File: src/design/fcpr_pkg.sv
// Shared types, constants and response codes of the framed command packet responder.
// No dependencies; every other design file refers to it by scoped names.
package fcpr_pkg;

    localparam int MAX_PAYLOAD_DEF = 16;
    localparam int CHANNELS        = 2;
    localparam int CH_W            = 1;
    localparam int QUEUE_DEPTH     = 4;

    localparam logic [7:0] START_BYTE = 8'hAA;
    localparam logic [7:0] END_BYTE   = 8'h55;
    localparam logic [7:0] ACK_KIND   = 8'h80;
    localparam logic [7:0] NACK_KIND  = 8'hE0;
    localparam logic [7:0] RESP_LEN   = 8'h02;
    localparam logic [7:0] SPEED_MAX  = 8'd100;
    localparam logic [7:0] ERR_LEN    = 8'h01;
    localparam logic [7:0] ERR_CHK    = 8'h02;
    localparam logic [7:0] ERR_CMD    = 8'h03;

    localparam int CFG_IDX_W = 3;
    localparam logic [CFG_IDX_W-1:0] CFG_MOVE_OPCODE    = 3'd0;
    localparam logic [CFG_IDX_W-1:0] CFG_MODE_OPCODE    = 3'd1;
    localparam logic [CFG_IDX_W-1:0] CFG_PING_OPCODE    = 3'd2;
    localparam logic [CFG_IDX_W-1:0] CFG_MAX_DIRECTION  = 3'd3;
    localparam logic [CFG_IDX_W-1:0] CFG_STOP_DIRECTION = 3'd4;
    localparam logic [CFG_IDX_W-1:0] CFG_MAX_MODE       = 3'd5;
    localparam logic [CFG_IDX_W-1:0] CFG_INITIAL_MODE   = 3'd6;

    localparam logic [7:0] RST_MOVE_OPCODE    = 8'd1;
    localparam logic [7:0] RST_MODE_OPCODE    = 8'd2;
    localparam logic [7:0] RST_PING_OPCODE    = 8'd3;
    localparam logic [7:0] RST_MAX_DIRECTION  = 8'd4;
    localparam logic [7:0] RST_STOP_DIRECTION = 8'd0;
    localparam logic [7:0] RST_MAX_MODE       = 8'd1;
    localparam logic [7:0] RST_INITIAL_MODE   = 8'd0;

    // Response frame is six bytes; slot 5 carries the end byte.
    localparam logic [2:0] LAST_SLOT = 3'd5;

    typedef enum logic [2:0] {
        PH_START,
        PH_LEN,
        PH_CMD,
        PH_PAY,
        PH_CHK,
        PH_END
    } phase_t;

    typedef enum logic [1:0] {
        OP_NONE,
        OP_MOVE,
        OP_MODE
    } drive_op_t;

    typedef struct packed {
        logic [7:0] move_opcode;
        logic [7:0] mode_opcode;
        logic [7:0] ping_opcode;
        logic [7:0] max_direction;
        logic [7:0] stop_direction;
        logic [7:0] max_mode;
    } cfg_t;

    // One response to be sent, plus the drive update it carries.
    typedef struct packed {
        logic        channel;
        logic        ack;
        logic [7:0]  code;
        drive_op_t   op;
        logic [7:0]  arg0;
        logic [7:0]  arg1;
        logic [31:0] stamp;
    } resp_desc_t;

endpackage

File: src/design/framed_command_packet_responder_top.sv
// Top level of the framed command packet responder: configuration registers,
// frame parser, descriptor queue and response sender. Depends on fcpr_pkg and the fcpr_* modules.
//
//  channel    direction  handshake            payload
//  --------   ---------  -------------------  ------------------------------------------
//  rx         in         push / full          rx_byte, rx_channel, now_ms
//  tx         out        empty / pop          tx_channel, tx_byte, tx_last, drive_direction,
//                                             drive_speed, drive_mode, move_time
//  cfg        in         cfg_valid/cfg_ready  cfg_index, cfg_data
//
// A received byte is parsed in the cycle it is accepted; up to one byte per cycle while full is low.
// A byte that closes a frame (or carries a bad length) queues one response descriptor;
// each response drains as six transactions, one per cycle while pop is held.
// full rises when the four-entry descriptor queue is occupied; the six-byte frame
// drain of the sender sets the sustained rate for response-causing bytes.
// After reset the parsers wait for a start byte; the drive state holds its reset values.
// cfg_ready is always high; configuration takes effect on the next transaction.
module framed_command_packet_responder_top #(
    parameter int MAX_PAYLOAD = fcpr_pkg::MAX_PAYLOAD_DEF
) (
    input  logic                           clk,
    input  logic                           rst_n,
    // received bytes
    input  logic                           push,
    output logic                           full,
    input  logic [7:0]                     rx_byte,
    input  logic                           rx_channel,
    input  logic [31:0]                    now_ms,
    // response bytes
    output logic                           empty,
    input  logic                           pop,
    output logic                           tx_channel,
    output logic [7:0]                     tx_byte,
    output logic                           tx_last,
    output logic [7:0]                     drive_direction,
    output logic [6:0]                     drive_speed,
    output logic [7:0]                     drive_mode,
    output logic [31:0]                    move_time,
    // configuration writes
    input  logic                           cfg_valid,
    output logic                           cfg_ready,
    input  logic [fcpr_pkg::CFG_IDX_W-1:0] cfg_index,
    input  logic [7:0]                     cfg_data
);

    fcpr_pkg::cfg_t       cfg_reg;
    fcpr_pkg::resp_desc_t wr_desc;
    fcpr_pkg::resp_desc_t rd_desc;
    logic                 q_wr;
    logic                 q_rd;
    logic                 q_valid;
    logic                 q_full;
    logic                 rx_accept;

    assign cfg_ready = 1'b1;
    assign full      = q_full;
    assign rx_accept = push && !q_full;

    // Configuration registers. initial_mode only matters at reset, where the
    // mode register takes its reset value, so a write to it is taken and dropped.
    always_ff @(posedge clk or negedge rst_n)
    begin
        if (!rst_n)
        begin
            cfg_reg.move_opcode    <= fcpr_pkg::RST_MOVE_OPCODE;
            cfg_reg.mode_opcode    <= fcpr_pkg::RST_MODE_OPCODE;
            cfg_reg.ping_opcode    <= fcpr_pkg::RST_PING_OPCODE;
            cfg_reg.max_direction  <= fcpr_pkg::RST_MAX_DIRECTION;
            cfg_reg.stop_direction <= fcpr_pkg::RST_STOP_DIRECTION;
            cfg_reg.max_mode       <= fcpr_pkg::RST_MAX_MODE;
        end
        else if (cfg_valid && cfg_ready)
        begin
            case (cfg_index)
                fcpr_pkg::CFG_MOVE_OPCODE:    cfg_reg.move_opcode    <= cfg_data;
                fcpr_pkg::CFG_MODE_OPCODE:    cfg_reg.mode_opcode    <= cfg_data;
                fcpr_pkg::CFG_PING_OPCODE:    cfg_reg.ping_opcode    <= cfg_data;
                fcpr_pkg::CFG_MAX_DIRECTION:  cfg_reg.max_direction  <= cfg_data;
                fcpr_pkg::CFG_STOP_DIRECTION: cfg_reg.stop_direction <= cfg_data;
                fcpr_pkg::CFG_MAX_MODE:       cfg_reg.max_mode       <= cfg_data;
                fcpr_pkg::CFG_INITIAL_MODE:   cfg_reg                <= cfg_reg;
                default:                      cfg_reg                <= cfg_reg;
            endcase
        end
    end

    // Front: per-channel frame parsing and classification
    fcpr_front #(
        .MAX_PAYLOAD (MAX_PAYLOAD)
    ) u_front (
        .clk        (clk),
        .rst_n      (rst_n),
        .accept     (rx_accept),
        .rx_byte    (rx_byte),
        .rx_channel (rx_channel),
        .now_ms     (now_ms),
        .cfg        (cfg_reg),
        .q_wr       (q_wr),
        .q_desc     (wr_desc)
    );

    // Decoupling queue of response descriptors
    fcpr_queue u_queue (
        .clk     (clk),
        .rst_n   (rst_n),
        .wr_en   (q_wr),
        .wr_data (wr_desc),
        .rd_en   (q_rd),
        .rd_data (rd_desc),
        .valid   (q_valid),
        .full    (q_full)
    );

    // Back: drive state update and response serialization
    fcpr_back u_back (
        .clk             (clk),
        .rst_n           (rst_n),
        .q_valid         (q_valid),
        .q_desc          (rd_desc),
        .q_rd            (q_rd),
        .cfg             (cfg_reg),
        .pop             (pop),
        .empty           (empty),
        .tx_channel      (tx_channel),
        .tx_byte         (tx_byte),
        .tx_last         (tx_last),
        .drive_direction (drive_direction),
        .drive_speed     (drive_speed),
        .drive_mode      (drive_mode),
        .move_time       (move_time)
    );

endmodule

File: src/design/fcpr_front.sv
// Frame parser: per-channel state machine that turns received bytes into response descriptors.
// Depends on fcpr_pkg.
module fcpr_front #(
    parameter int MAX_PAYLOAD = fcpr_pkg::MAX_PAYLOAD_DEF
) (
    input  logic                     clk,
    input  logic                     rst_n,
    input  logic                     accept,
    input  logic [7:0]               rx_byte,
    input  logic                     rx_channel,
    input  logic [31:0]              now_ms,
    input  fcpr_pkg::cfg_t           cfg,
    output logic                     q_wr,
    output fcpr_pkg::resp_desc_t     q_desc
);

    localparam int PW = $clog2(MAX_PAYLOAD + 1);
    localparam logic [8:0] LEN_MAX = 9'(MAX_PAYLOAD + 1);

    fcpr_pkg::phase_t phase_reg [fcpr_pkg::CHANNELS];
    logic [PW-1:0]    total_reg [fcpr_pkg::CHANNELS];
    logic [PW-1:0]    pos_reg   [fcpr_pkg::CHANNELS];
    logic [7:0]       cmd_reg   [fcpr_pkg::CHANNELS];
    logic [7:0]       xor_reg   [fcpr_pkg::CHANNELS];
    logic [7:0]       chk_reg   [fcpr_pkg::CHANNELS];
    logic [7:0]       first_reg [fcpr_pkg::CHANNELS];
    logic [7:0]       second_reg[fcpr_pkg::CHANNELS];

    logic [fcpr_pkg::CH_W-1:0] ch;
    logic                      chan_ok;
    logic                      upd;

    fcpr_pkg::phase_t phase_next;
    logic [PW-1:0]    total_next;
    logic [PW-1:0]    pos_next;
    logic [7:0]       cmd_next;
    logic [7:0]       xor_next;
    logic [7:0]       chk_next;
    logic             first_wr;
    logic             second_wr;
    logic             emit;
    logic             ack;
    logic [7:0]       code;
    fcpr_pkg::drive_op_t op;

    assign ch      = rx_channel;
    assign chan_ok = (32'(rx_channel) < 32'(fcpr_pkg::CHANNELS));
    assign upd     = accept && chan_ok;

    always_comb
    begin
        phase_next = phase_reg[ch];
        total_next = total_reg[ch];
        pos_next   = pos_reg[ch];
        cmd_next   = cmd_reg[ch];
        xor_next   = xor_reg[ch];
        chk_next   = chk_reg[ch];
        first_wr   = 1'b0;
        second_wr  = 1'b0;
        emit       = 1'b0;
        ack        = 1'b0;
        code       = fcpr_pkg::ERR_CMD;
        op         = fcpr_pkg::OP_NONE;
        case (phase_reg[ch])
            fcpr_pkg::PH_START:
            begin
                if (rx_byte == fcpr_pkg::START_BYTE)
                begin
                    phase_next = fcpr_pkg::PH_LEN;
                end
            end
            fcpr_pkg::PH_LEN:
            begin
                if (rx_byte == 8'd0 || {1'b0, rx_byte} > LEN_MAX)
                begin
                    phase_next = fcpr_pkg::PH_START;
                    emit       = 1'b1;
                    code       = fcpr_pkg::ERR_LEN;
                end
                else
                begin
                    total_next = PW'(rx_byte - 8'd1);
                    pos_next   = '0;
                    phase_next = fcpr_pkg::PH_CMD;
                end
            end
            fcpr_pkg::PH_CMD:
            begin
                cmd_next   = rx_byte;
                xor_next   = rx_byte;
                phase_next = (total_reg[ch] == '0) ? fcpr_pkg::PH_CHK : fcpr_pkg::PH_PAY;
            end
            fcpr_pkg::PH_PAY:
            begin
                first_wr  = (pos_reg[ch] == PW'(0));
                second_wr = (pos_reg[ch] == PW'(1));
                xor_next  = xor_reg[ch] ^ rx_byte;
                pos_next  = pos_reg[ch] + PW'(1);
                if (pos_next >= total_reg[ch])
                begin
                    phase_next = fcpr_pkg::PH_CHK;
                end
            end
            fcpr_pkg::PH_CHK:
            begin
                chk_next   = rx_byte;
                phase_next = fcpr_pkg::PH_END;
            end
            fcpr_pkg::PH_END:
            begin
                phase_next = fcpr_pkg::PH_START;
                emit       = 1'b1;
                // check mismatch and bad end byte share one error code
                if (rx_byte != fcpr_pkg::END_BYTE || xor_reg[ch] != chk_reg[ch])
                begin
                    code = fcpr_pkg::ERR_CHK;
                end
                else if (cmd_reg[ch] == cfg.move_opcode)
                begin
                    if (total_reg[ch] != PW'(2))
                    begin
                        code = fcpr_pkg::ERR_LEN;
                    end
                    else
                    begin
                        ack  = 1'b1;
                        code = cmd_reg[ch];
                        op   = fcpr_pkg::OP_MOVE;
                    end
                end
                else if (cmd_reg[ch] == cfg.mode_opcode)
                begin
                    if (total_reg[ch] != PW'(1))
                    begin
                        code = fcpr_pkg::ERR_LEN;
                    end
                    else
                    begin
                        ack  = 1'b1;
                        code = cmd_reg[ch];
                        op   = fcpr_pkg::OP_MODE;
                    end
                end
                else if (cmd_reg[ch] == cfg.ping_opcode)
                begin
                    if (total_reg[ch] != '0)
                    begin
                        code = fcpr_pkg::ERR_LEN;
                    end
                    else
                    begin
                        ack  = 1'b1;
                        code = cmd_reg[ch];
                    end
                end
                else
                begin
                    code = fcpr_pkg::ERR_CMD;
                end
            end
            default:
            begin
                phase_next = fcpr_pkg::PH_START;
            end
        endcase
    end

    always_ff @(posedge clk or negedge rst_n)
    begin
        if (!rst_n)
        begin
            for (int i = 0; i < fcpr_pkg::CHANNELS; i++)
            begin
                phase_reg[i] <= fcpr_pkg::PH_START;
                total_reg[i] <= '0;
                pos_reg[i]   <= '0;
                cmd_reg[i]   <= '0;
                xor_reg[i]   <= '0;
                chk_reg[i]   <= '0;
            end
        end
        else if (upd)
        begin
            phase_reg[ch] <= phase_next;
            total_reg[ch] <= total_next;
            pos_reg[ch]   <= pos_next;
            cmd_reg[ch]   <= cmd_next;
            xor_reg[ch]   <= xor_next;
            chk_reg[ch]   <= chk_next;
        end
    end

    // payload capture, no reset: written before any frame reads it
    always_ff @(posedge clk)
    begin
        if (upd && first_wr)
        begin
            first_reg[ch] <= rx_byte;
        end
        if (upd && second_wr)
        begin
            second_reg[ch] <= rx_byte;
        end
    end

    assign q_wr           = upd && emit;
    assign q_desc.channel = rx_channel;
    assign q_desc.ack     = ack;
    assign q_desc.code    = code;
    assign q_desc.op      = op;
    assign q_desc.arg0    = first_reg[ch];
    assign q_desc.arg1    = second_reg[ch];
    assign q_desc.stamp   = now_ms;

endmodule

File: src/design/fcpr_queue.sv
// Short descriptor queue between the frame parser and the response sender.
// Depends on fcpr_pkg.
module fcpr_queue (
    input  logic                 clk,
    input  logic                 rst_n,
    input  logic                 wr_en,
    input  fcpr_pkg::resp_desc_t wr_data,
    input  logic                 rd_en,
    output fcpr_pkg::resp_desc_t rd_data,
    output logic                 valid,
    output logic                 full
);

    localparam int AW = $clog2(fcpr_pkg::QUEUE_DEPTH);

    fcpr_pkg::resp_desc_t mem [fcpr_pkg::QUEUE_DEPTH];
    logic [AW-1:0] wr_ptr_reg;
    logic [AW-1:0] rd_ptr_reg;
    logic [AW:0]   count_reg;
    logic [AW:0]   count_next;
    logic          do_wr;
    logic          do_rd;

    assign full  = (count_reg == (AW+1)'(fcpr_pkg::QUEUE_DEPTH));
    assign valid = (count_reg != '0);
    assign do_wr = wr_en && !full;
    assign do_rd = rd_en && valid;

    always_comb
    begin
        count_next = count_reg;
        if (do_wr && !do_rd)
        begin
            count_next = count_reg + (AW+1)'(1);
        end
        else if (do_rd && !do_wr)
        begin
            count_next = count_reg - (AW+1)'(1);
        end
    end

    always_ff @(posedge clk or negedge rst_n)
    begin
        if (!rst_n)
        begin
            wr_ptr_reg <= '0;
            rd_ptr_reg <= '0;
            count_reg  <= '0;
        end
        else
        begin
            if (do_wr)
            begin
                wr_ptr_reg <= wr_ptr_reg + AW'(1);
            end
            if (do_rd)
            begin
                rd_ptr_reg <= rd_ptr_reg + AW'(1);
            end
            count_reg <= count_next;
        end
    end

    always_ff @(posedge clk)
    begin
        if (do_wr)
        begin
            mem[wr_ptr_reg] <= wr_data;
        end
    end

    assign rd_data = mem[rd_ptr_reg];

    a_count_bound: assert property (@(posedge clk) disable iff (!rst_n)
        count_reg <= (AW+1)'(fcpr_pkg::QUEUE_DEPTH))
        else $error("queue count beyond depth");

    a_no_write_when_full: assert property (@(posedge clk) disable iff (!rst_n)
        full |-> !wr_en)
        else $error("descriptor written into a full queue");

    a_ptr_gap: assert property (@(posedge clk) disable iff (!rst_n)
        (count_reg == '0 || count_reg == (AW+1)'(fcpr_pkg::QUEUE_DEPTH))
            |-> wr_ptr_reg == rd_ptr_reg)
        else $error("queue pointers disagree with count");

endmodule

File: src/design/fcpr_back.sv
// Response sender: applies the drive update of each descriptor and sends its six-byte frame.
// Depends on fcpr_pkg.
module fcpr_back (
    input  logic                 clk,
    input  logic                 rst_n,
    input  logic                 q_valid,
    input  fcpr_pkg::resp_desc_t q_desc,
    output logic                 q_rd,
    input  fcpr_pkg::cfg_t       cfg,
    input  logic                 pop,
    output logic                 empty,
    output logic                 tx_channel,
    output logic [7:0]           tx_byte,
    output logic                 tx_last,
    output logic [7:0]           drive_direction,
    output logic [6:0]           drive_speed,
    output logic [7:0]           drive_mode,
    output logic [31:0]          move_time
);

    fcpr_pkg::resp_desc_t desc_reg;
    logic        active_reg;
    logic [2:0]  slot_reg;
    logic [7:0]  dir_reg;
    logic [6:0]  speed_reg;
    logic [7:0]  mode_reg;
    logic [31:0] stamp_reg;

    logic       taken;
    logic       frame_done;
    logic       load;
    logic [7:0] kind;

    assign taken      = pop && active_reg;
    assign frame_done = taken && (slot_reg == fcpr_pkg::LAST_SLOT);
    assign load       = q_valid && (!active_reg || frame_done);
    assign q_rd       = load;

    always_ff @(posedge clk or negedge rst_n)
    begin
        if (!rst_n)
        begin
            active_reg <= 1'b0;
            slot_reg   <= '0;
            dir_reg    <= fcpr_pkg::RST_STOP_DIRECTION;
            speed_reg  <= '0;
            mode_reg   <= fcpr_pkg::RST_INITIAL_MODE;
            stamp_reg  <= '0;
        end
        else if (load)
        begin
            active_reg <= 1'b1;
            slot_reg   <= '0;
            if (q_desc.op == fcpr_pkg::OP_MOVE)
            begin
                dir_reg   <= (q_desc.arg0 > cfg.max_direction) ? cfg.stop_direction
                                                                : q_desc.arg0;
                speed_reg <= (q_desc.arg1 > fcpr_pkg::SPEED_MAX) ? fcpr_pkg::SPEED_MAX[6:0]
                                                                  : q_desc.arg1[6:0];
                stamp_reg <= q_desc.stamp;
            end
            else if (q_desc.op == fcpr_pkg::OP_MODE && q_desc.arg0 <= cfg.max_mode)
            begin
                mode_reg <= q_desc.arg0;
            end
        end
        else if (frame_done)
        begin
            active_reg <= 1'b0;
        end
        else if (taken)
        begin
            slot_reg <= slot_reg + 3'd1;
        end
    end

    // descriptor payload, loaded with the frame
    always_ff @(posedge clk)
    begin
        if (load)
        begin
            desc_reg <= q_desc;
        end
    end

    assign kind = desc_reg.ack ? fcpr_pkg::ACK_KIND : fcpr_pkg::NACK_KIND;

    always_comb
    begin
        case (slot_reg)
            3'd0:    tx_byte = fcpr_pkg::START_BYTE;
            3'd1:    tx_byte = fcpr_pkg::RESP_LEN;
            3'd2:    tx_byte = kind;
            3'd3:    tx_byte = desc_reg.code;
            3'd4:    tx_byte = kind ^ desc_reg.code;
            default: tx_byte = fcpr_pkg::END_BYTE;
        endcase
    end

    assign empty           = !active_reg;
    assign tx_channel      = desc_reg.channel;
    assign tx_last         = (slot_reg == fcpr_pkg::LAST_SLOT);
    assign drive_direction = dir_reg;
    assign drive_speed     = speed_reg;
    assign drive_mode      = mode_reg;
    assign move_time       = stamp_reg;

    a_slot_range: assert property (@(posedge clk) disable iff (!rst_n)
        active_reg |-> slot_reg <= fcpr_pkg::LAST_SLOT)
        else $error("response slot out of range");

    a_frame_continues: assert property (@(posedge clk) disable iff (!rst_n)
        (taken && slot_reg != fcpr_pkg::LAST_SLOT) |=> (active_reg && !empty))
        else $error("frame dropped before its last byte");

    a_speed_clamped: assert property (@(posedge clk) disable iff (!rst_n)
        speed_reg <= fcpr_pkg::SPEED_MAX[6:0])
        else $error("speed above limit");

    a_load_starts_frame: assert property (@(posedge clk) disable iff (!rst_n)
        load |=> (active_reg && slot_reg == '0))
        else $error("new frame does not start at its first byte");

endmodule
File: config.mk
export PLATFORM = sky130hd
export DESIGN_NAME = framed_command_packet_responder_top
export DESIGN_NICKNAME = d
export VERILOG_FILES = /design/src/design/fcpr_pkg.sv /design/src/design/framed_command_packet_responder_top.sv /design/src/design/fcpr_front.sv /design/src/design/fcpr_queue.sv /design/src/design/fcpr_back.sv
export SDC_FILE = /design/constraint.sdc
export NUM_CORES = 1
export LEC_CHECK = 0
export BUFFER_PORTS_ARGS = -buffer_cell sky130_fd_sc_hd__buf_4
export CORE_ASPECT_RATIO = 0.7
export CORE_MARGIN = 2
export CORE_UTILIZATION = 30
export CTS_CLUSTER_SIZE = 8
export DETAILED_ROUTE_END_ITERATION = 6
export HOLD_SLACK_MARGIN = 0.08
export PLACE_DENSITY_LB_ADDON = 0.1
export SETUP_SLACK_MARGIN = 0.05
export SYNTH_ARGS = -nofsm -noshare
export SYNTH_HDL_FRONTEND = slang
export SYNTH_SLANG_ARGS = --single-unit
export TNS_END_PERCENT = 100
File: constraint.sdc
create_clock -name clk -period 7.7 [get_ports clk]
set_clock_uncertainty 0.2 [all_clocks]
set_input_delay 1.925 -clock clk [delete_from_list [all_inputs] [get_ports clk]]
set_output_delay 1.925 -clock clk [all_outputs]
set_load 0.03 [all_outputs]
==> results.md, run 1 <==
- Status: finished, final reports clean
- Drt total wl: 48.6 mm
- Mux contribution to synthesized area: 0.174
- Hold WC Path Type: register to register
- Most frequent cells in the layout: edfxtp_1, dfrtp_1, mux2_2, buf_4, nand2_1
- RePlAce Congestion: 0.716
- Post-synth cell types: 68
- Die Area: 68000 um2
- Fill count: 6241
- Sum of negative setup slack: 0 ns
- Post-CTS Setup Bufs: 0
- Final min period: 5.07 ns
- Asr flop ratio synth: 0.400
- Starting DRC count in detailed routing: 676
- Clk_lat worst skew: 0.60 ns
- Synth Flop Type: edfxtp_1
- Hold buffer count at CTS: 0
- CP endpoint kind: register
- Gr usage total: 0.145
- Net Count, Synth: 1334
- Post-synth EDFFs: 282
- DR WL met2: 21.2 mm
- Critical path fanouts, max: 47
- Wire length on met3: 2.02 mm
- M1 wire length: 24.5 mm
- Core ar.: 65000 um2
- Largest family of logic cells by synthesized area: multiplexers
- CTS tree: built
- Crit share post-route: 0.659
- Die W: 311 um
- Initial antenna violation count: 0
- Worst setup SP type: primary input
- Synthesized flop and latch total: 470
- Max cap viols: 0
- CTS buffer count: 69
- Post-synthesis cell count: 1238
- Std-Cell Rows: 78
- Root buffer cell: clkbuf_16
- CP required: 7.79 ns
- Vias in the first global route: 11.5k
- Mean post-synth cell area: 16.0 um2
- Pre-antenna DRT Iters: 4
- Power Density: 373 nW/um2
- Warnings from Yosys: 0
- First-pass GRT wire length: 74.1 mm
- Chip Height: 219 um
- XOR/XNOR Fraction of Synth Area: 0.0235
- Peak supply drop: 0.241 mV
- Most common cell after layout, fill and taps aside: edfxtp_1
- Share of post-route cells with drive strength above 1: 0.320
- Setup WS post-layout: 2.63 ns
- DP HPWL: 30.6 mm
- Crit path kind: primary input to register
- Clk slew on worst S/H paths: 0.05 ns
- Final ANT Viol Nets: 0
- Relative slew slack: 0.237
- CTS sink cnt: 470
- Pin count of the biggest net entering global routing: 148
- DR top layer: met4
- Post-Syn Area: 19800 um2
- Leakage power: 9.13 nW
- Ant. Diodes: 0
- Synth Area in Compound Gates: 0.0451
- Via count: 10.9k
- Resized cells post-CTS: 0
- Fin. max-slew vios: 0
- Pre-CTS WS: 2.00 ns
- Seq/Total Area, Yosys: 0.667
- Initial Utilization: 0.304
- WL per Instance: 20.9 um
- CTS HTree Levels: 3
- WP data arrival: 5.16 ns
- RSZ-0062 raised after global routing: no
- Congestion Overflow GR: 0
- I/O Buffers: 123
- Adder-cell share of the synthesized area: 0.0251
- Average via count per standard cell: 4.67
- Largest register FFs: 240
- Maximum clock rate: 197 MHz
- Final Hold Fails: 0
- Clock buffer depth: 3
- Nets: 1492
- DRC: 0
- Boundary Pins: 125
- Setup violators final: 0
- Worst Max-Slew Pin Slew: 1.14 ns
- Synth Area in Simple Gates: 0.0468
- P&R area growth vs syn: 20.0%
[cell usage after synthesis, types with 25 or more instances]
cell / count / area share
inv_1: 39 / 0.0074
o21ai_0: 82 / 0.021
ha_1: 38 / 0.024
mux2_2: 153 / 0.087
xnor2_1: 28 / 0.012
mux4_2: 60 / 0.068
nand2_1: 91 / 0.017
edfxtp_1: 282 / 0.43
xor2_1: 25 / 0.011
nor2_1: 34 / 0.0065
dfrtp_1: 182 / 0.23
clkbuf_1: 27 / 0.0051
mux2i_1: 26 / 0.013
[layer usage]
metal | track usage | up-vias
li1 | - | 5007
met1 | 0.212 | 5595
met2 | 0.216 | 203
met3 | 0.0352 | 74
met4 | 0.0375 | 0
met5 | 0 | -
[critical path, stage by stage]
cell     delay (ns)
buf_4          0.54
buf_4          0.45
mux2i_2        0.49
xnor2_1        0.14
nor4_2         0.37
nand2_1        0.18
and3_1         0.21
o31ai_2        0.61
inv_1          0.19
[stage by stage]
stage / util / total power [mW] / hold WS [ns] / cells / cell area [um2]
after floorplan: - / 5.22 / 0.249 / 1238 / 19800
after global placement: 0.334 / 6.15 / 0.266 / 2205 / 21700
after detailed placement: 0.334 / 6.16 / 0.271 / 2205 / 21700
after CTS: 0.365 / 9.02 / 0.284 / 2328 / 23700
after global routing: 0.365 / 9.37 / 0.308 / 2328 / 23700
final: 0.365 / 8.85 / 0.277 / 2328 / 23700
[path summary, 6_finish.rpt]
check	cells past startpoint	startpoint	slack (ns)	endpoint
worst max-delay path	9	rx_channel	2.63	u_queue.mem[2][58]$_DFFE_PP_
worst min-delay path	2	u_front.pos_reg[1]$_DFFE_PN0P_	0.28	u_front.pos_reg[1]$_DFFE_PN0P_
worst max register to register	9	u_queue.rd_ptr_reg[0]$_DFFE_PN0P_	3.72	u_back.drive_mode[2]$_DFFE_PN0P_
worst min register to register	2	u_front.pos_reg[1]$_DFFE_PN0P_	0.28	u_front.pos_reg[1]$_DFFE_PN0P_
max in group asynchronous	2	rst_n	4.89	u_queue.rd_ptr_reg[0]$_DFFE_PN0P_
min in group asynchronous	1	rst_n	1.07	u_front.pos_reg[0]$_DFFE_PN0P_
[cells by family (layout without fill, tap and decap cells)]
| family | count (synthesis) | after routing |
|---|---|---|
| adders and majority gates | 39 | 39 |
| other | 1 | 1 |
| and+or+nand+nor | 192 | 192 |
| muxes | 246 | 246 |
| buffers and inverters | 91 | 301 |
| DFF | 470 | 470 |
| xor gates and xnor gates | 53 | 53 |
| AOI/OAI and AO/OA | 146 | 146 |
[layout make-up]
class	instances	area [um2]	area share
Tap cell	880	1100	0.0464
Sequential cell	470	13200	0.556
Clock buffer	116	1920	0.0811
Inverter	39	146	0.00617
Timing Repair Buffer	139	1060	0.0448
Multi-Input combinational cell	677	6240	0.263
Clock inverter	7	65.1	0.00274
[where the power goes]
part           total [mW]  internal (mW)  switching, mW  leakage (nW)
Clock                2.79           1.69           1.09         0.950
Sequential           3.54           3.15          0.382          4.96
Combinational        2.52           1.11           1.41          3.22
Total                8.85           5.96           2.88          9.13
Power figures use the tool's default switching activity.
==> run 2, diff against run 1 <==
--- a/config.mk
+++ b/config.mk
@@ -5,6 +5,7 @@
 export SDC_FILE = /design/constraint.sdc
 export NUM_CORES = 1
 export LEC_CHECK = 0
+export ABC_AREA = 1
 export BUFFER_PORTS_ARGS = -buffer_cell sky130_fd_sc_hd__buf_4
 export CORE_ASPECT_RATIO = 0.7
 export CORE_MARGIN = 2
==> constraint.sdc (replaced) <==
create_clock -name clk -period 4.2 [get_ports clk]
set_clock_uncertainty 0.2 [all_clocks]
set_input_delay 1.05 -clock clk [delete_from_list [all_inputs] [get_ports clk]]
set_output_delay 1.05 -clock clk [all_outputs]
set_load 0.03 [all_outputs]
==> run 2 against run 1 <==
Effect of this change:
- sequential share of layout area down 2.0 points
- sequential power rose by 77%
- non-clock buffer count increased by 20
- synthesized area grew 4.4%
- final area up 3.8%
- worst setup slack worse by 1.9 ns
- largest cell class unchanged
==> results.md, run 2 <==
- Final ANT Viol Nets: 0
- CP delay by family, top: compound AO/OA/AOI/OAI gates
- DP HPWL: 35.2 mm
- Post-synth cell types: 49
- Hold_ws: 0.275 ns
- Setup violators final: 0
- Congestion Overflow GR: 0
- Asr flop ratio synth: 0.400
- Max cap viols: 0
- CP required: 4.42 ns
- Peak supply drop: 0.328 mV
- Hold buffer count at CTS: 0
- RSZ-0062 raised after global routing: no
- P&R area growth vs syn: 19.3%
- CP cell instances: clkinv_2, nand2_1, a32oi_1, ha_1, nand2_1, nor2_1, nand3_1, nor2_1, o21ai_1, o21ai_0
- Synth cell count leaders: nand2_1, edfxtp_1, o21ai_0
- Via count: 14.7k
- Critical path fanouts, max: 33
- Starting DRC count in detailed routing: 925
- Leakage power: 10.3 nW
- Final instance area: 24600 um2
- Gr usage total: 0.161
- Warnings from Yosys: 0
- Clk_lat worst skew: 0.59 ns
- Setup WS post-layout: 0.762 ns
- CTS HTree Levels: 3
- Average via count per standard cell: 4.64
- Comb power frac: 0.336
- Post-Syn Area: 20600 um2
- Register share of total power: 0.364
- Boundary Pins: 125
- Die W: 318 um
- Crit path kind: register to register
- Initial antenna violation count: 1
- Pint: 10.8 mW
- Fin util: 0.362
- Resized cells post-CTS: 0
- Chip Height: 223 um
- Status: finished, final reports clean
- Largest stage delay on the critical path: 0.72 ns
- Clock buffer depth: 3
- Hold path start: u_back.move_time[8]$_DFFE_PN0P_
- Core ar.: 68100 um2
- Hold WC Path Type: register to register
- Pre-antenna DRT Iters: 5
- CTS sink cnt: 470
- CTS buffer count: 68
- Maximum clock rate: 291 MHz
- RePlAce Congestion: 0.826
- Area leader, netlist: edfxtp_1
- Multi-input logic area: 6420 um2
- Reg area: 13200 um2
- Final min period: 3.44 ns
- Synthesized flop and latch total: 470
- Clk slew on worst S/H paths: 0.05 ns
- Synth Flop Type: edfxtp_1
- Final Hold Fails: 0
- WL per Instance: 18.0 um
- Seq/Total Area, Yosys: 0.638
- Drt total wl: 56.7 mm
- Post-CTS Setup Bufs: 0
- Largest register FFs: 240
- Root buffer cell: clkbuf_16
- Critical path's slowest cell: o21ai_1
- Total power: 17.2 mW
- Most common cell after layout, fill and taps aside: nand2_1
- Net Count, Synth: 2163
- Buf/Inv on CP: 1
- Most frequent cells in the layout: nand2_1, edfxtp_1, o21ai_0, dfrtp_1, buf_4
- CTS tree: built
- Post-synthesis cell count: 2067
- Ranking of synthesized cells by area: edfxtp_1, dfrtp_1, nand2_1
- DRC: 0
- Yosys top cell area share: 0.410
- Switching fraction of total power: 0.373
- Worst Setup SP: u_queue.rd_ptr_reg[0]$_DFFE_PN0P_
- Fin. max-slew vios: 0
- Fill count: 6773
- Ant. Diodes: 0
- Initial Utilization: 0.303
- Worst Max-Slew Pin Slew: 0.936 ns
- First-pass GRT wire length: 88.1 mm
- Share of post-route cells with drive strength above 1: 0.137
- Post-DP Area: 22600 um2
- Pin count of the biggest net entering global routing: 85
- Die Area: 71000 um2
- Post-synth EDFFs: 282
- Std-Cell Rows: 80
- Worst setup SP type: register
- Crit share post-route: 0.819
- CP endpoint kind: register
- Nets: 2302
- Relative slew slack: 0.372
- WP data arrival: 3.66 ns
- Switch Pwr: 6.42 mW
- Clock power frac: 0.299
- Power Density: 699 nW/um2
- Mean post-synth cell area: 9.99 um2
- I/O Buffers: 123
- Launch point of the worst reg-to-reg path: u_queue.rd_ptr_reg[0]$_DFFE_PN0P_
- Pre-CTS WS: 0.203 ns
- Most frequent cell after synthesis: nand2_1
- Vias in the first global route: 14.6k
==> run 2: power groups by stage <==
stage	Sequential [mW]	Clock [mW]	Combinational, mW
floorplan	6.66	0	3.53
global placement	6.34	0	5.83
detailed placement	6.35	0	5.86
CTS	6.28	5.33	5.89
global route	6.38	5.50	6.54
finish	6.27	5.15	5.79
==> run 2: path summary, 6_finish.rpt <==
kind,end,slack [ns],cells past startpoint
min in group asynchronous,u_front.xor_reg[9]$_DFFE_PN0P_,0.36,1
worst max register to register,u_back.drive_mode[5]$_DFFE_PN0P_,0.76,10
worst max-delay path,u_back.drive_mode[5]$_DFFE_PN0P_,0.76,10
worst min register to register,u_back.move_time[8]$_DFFE_PN0P_,0.27,2
worst min-delay path,u_back.move_time[8]$_DFFE_PN0P_,0.27,2
max in group asynchronous,cfg_reg[0]$_DFFE_PN1P_,2.61,2
==> run 2: layout make-up <==
| class | instances | area share |
|---|---|---|
| clock buffers | 115 | 0.0789 |
| flip-flops and latches | 470 | 0.535 |
| clock inverters | 4 | 0.00203 |
| repair buffers | 159 | 0.0523 |
| multi-input cells | 1345 | 0.261 |
| well taps | 902 | 0.0458 |
| inverters | 162 | 0.0248 |
==> run 2: through the flow <==
stage,TNS [ns],cells
floorplan,-29.22,2067
global placement,0,3038
detailed placement,0,3038
CTS,0,3157
global route,0,3157
finish,0,3157
==> run 2: tightest hold or removal path: stages (launching register included) <==
cell and delay (ns):
dfrtp_1 0.34, nand2_1 0.05, nand2_1 0.05
==> run 2: layer usage <==
metal / vias to the layer above / global-route usage / part of all wire
met2: 309 / 0.239 / 0.43
met3: 84 / 0.0284 / 0.043
li1: 7178 / - / -
met4: 0 / 0.0476 / 0.023
met1: 7093 / 0.240 / 0.51
met5: - / 0 / 0
==> run 2: kinds of logic after synthesis <==
group	after synthesis	share of synthesized area
xor gates and xnor gates	20	0.00849
DFF	470	0.638
and+or+nand+nor	908	0.175
buffers and inverters	252	0.0521
other	1	0.000182
AOI/OAI and AO/OA	376	0.101
adders and majority gates	39	0.0240
muxes	1	0.000545
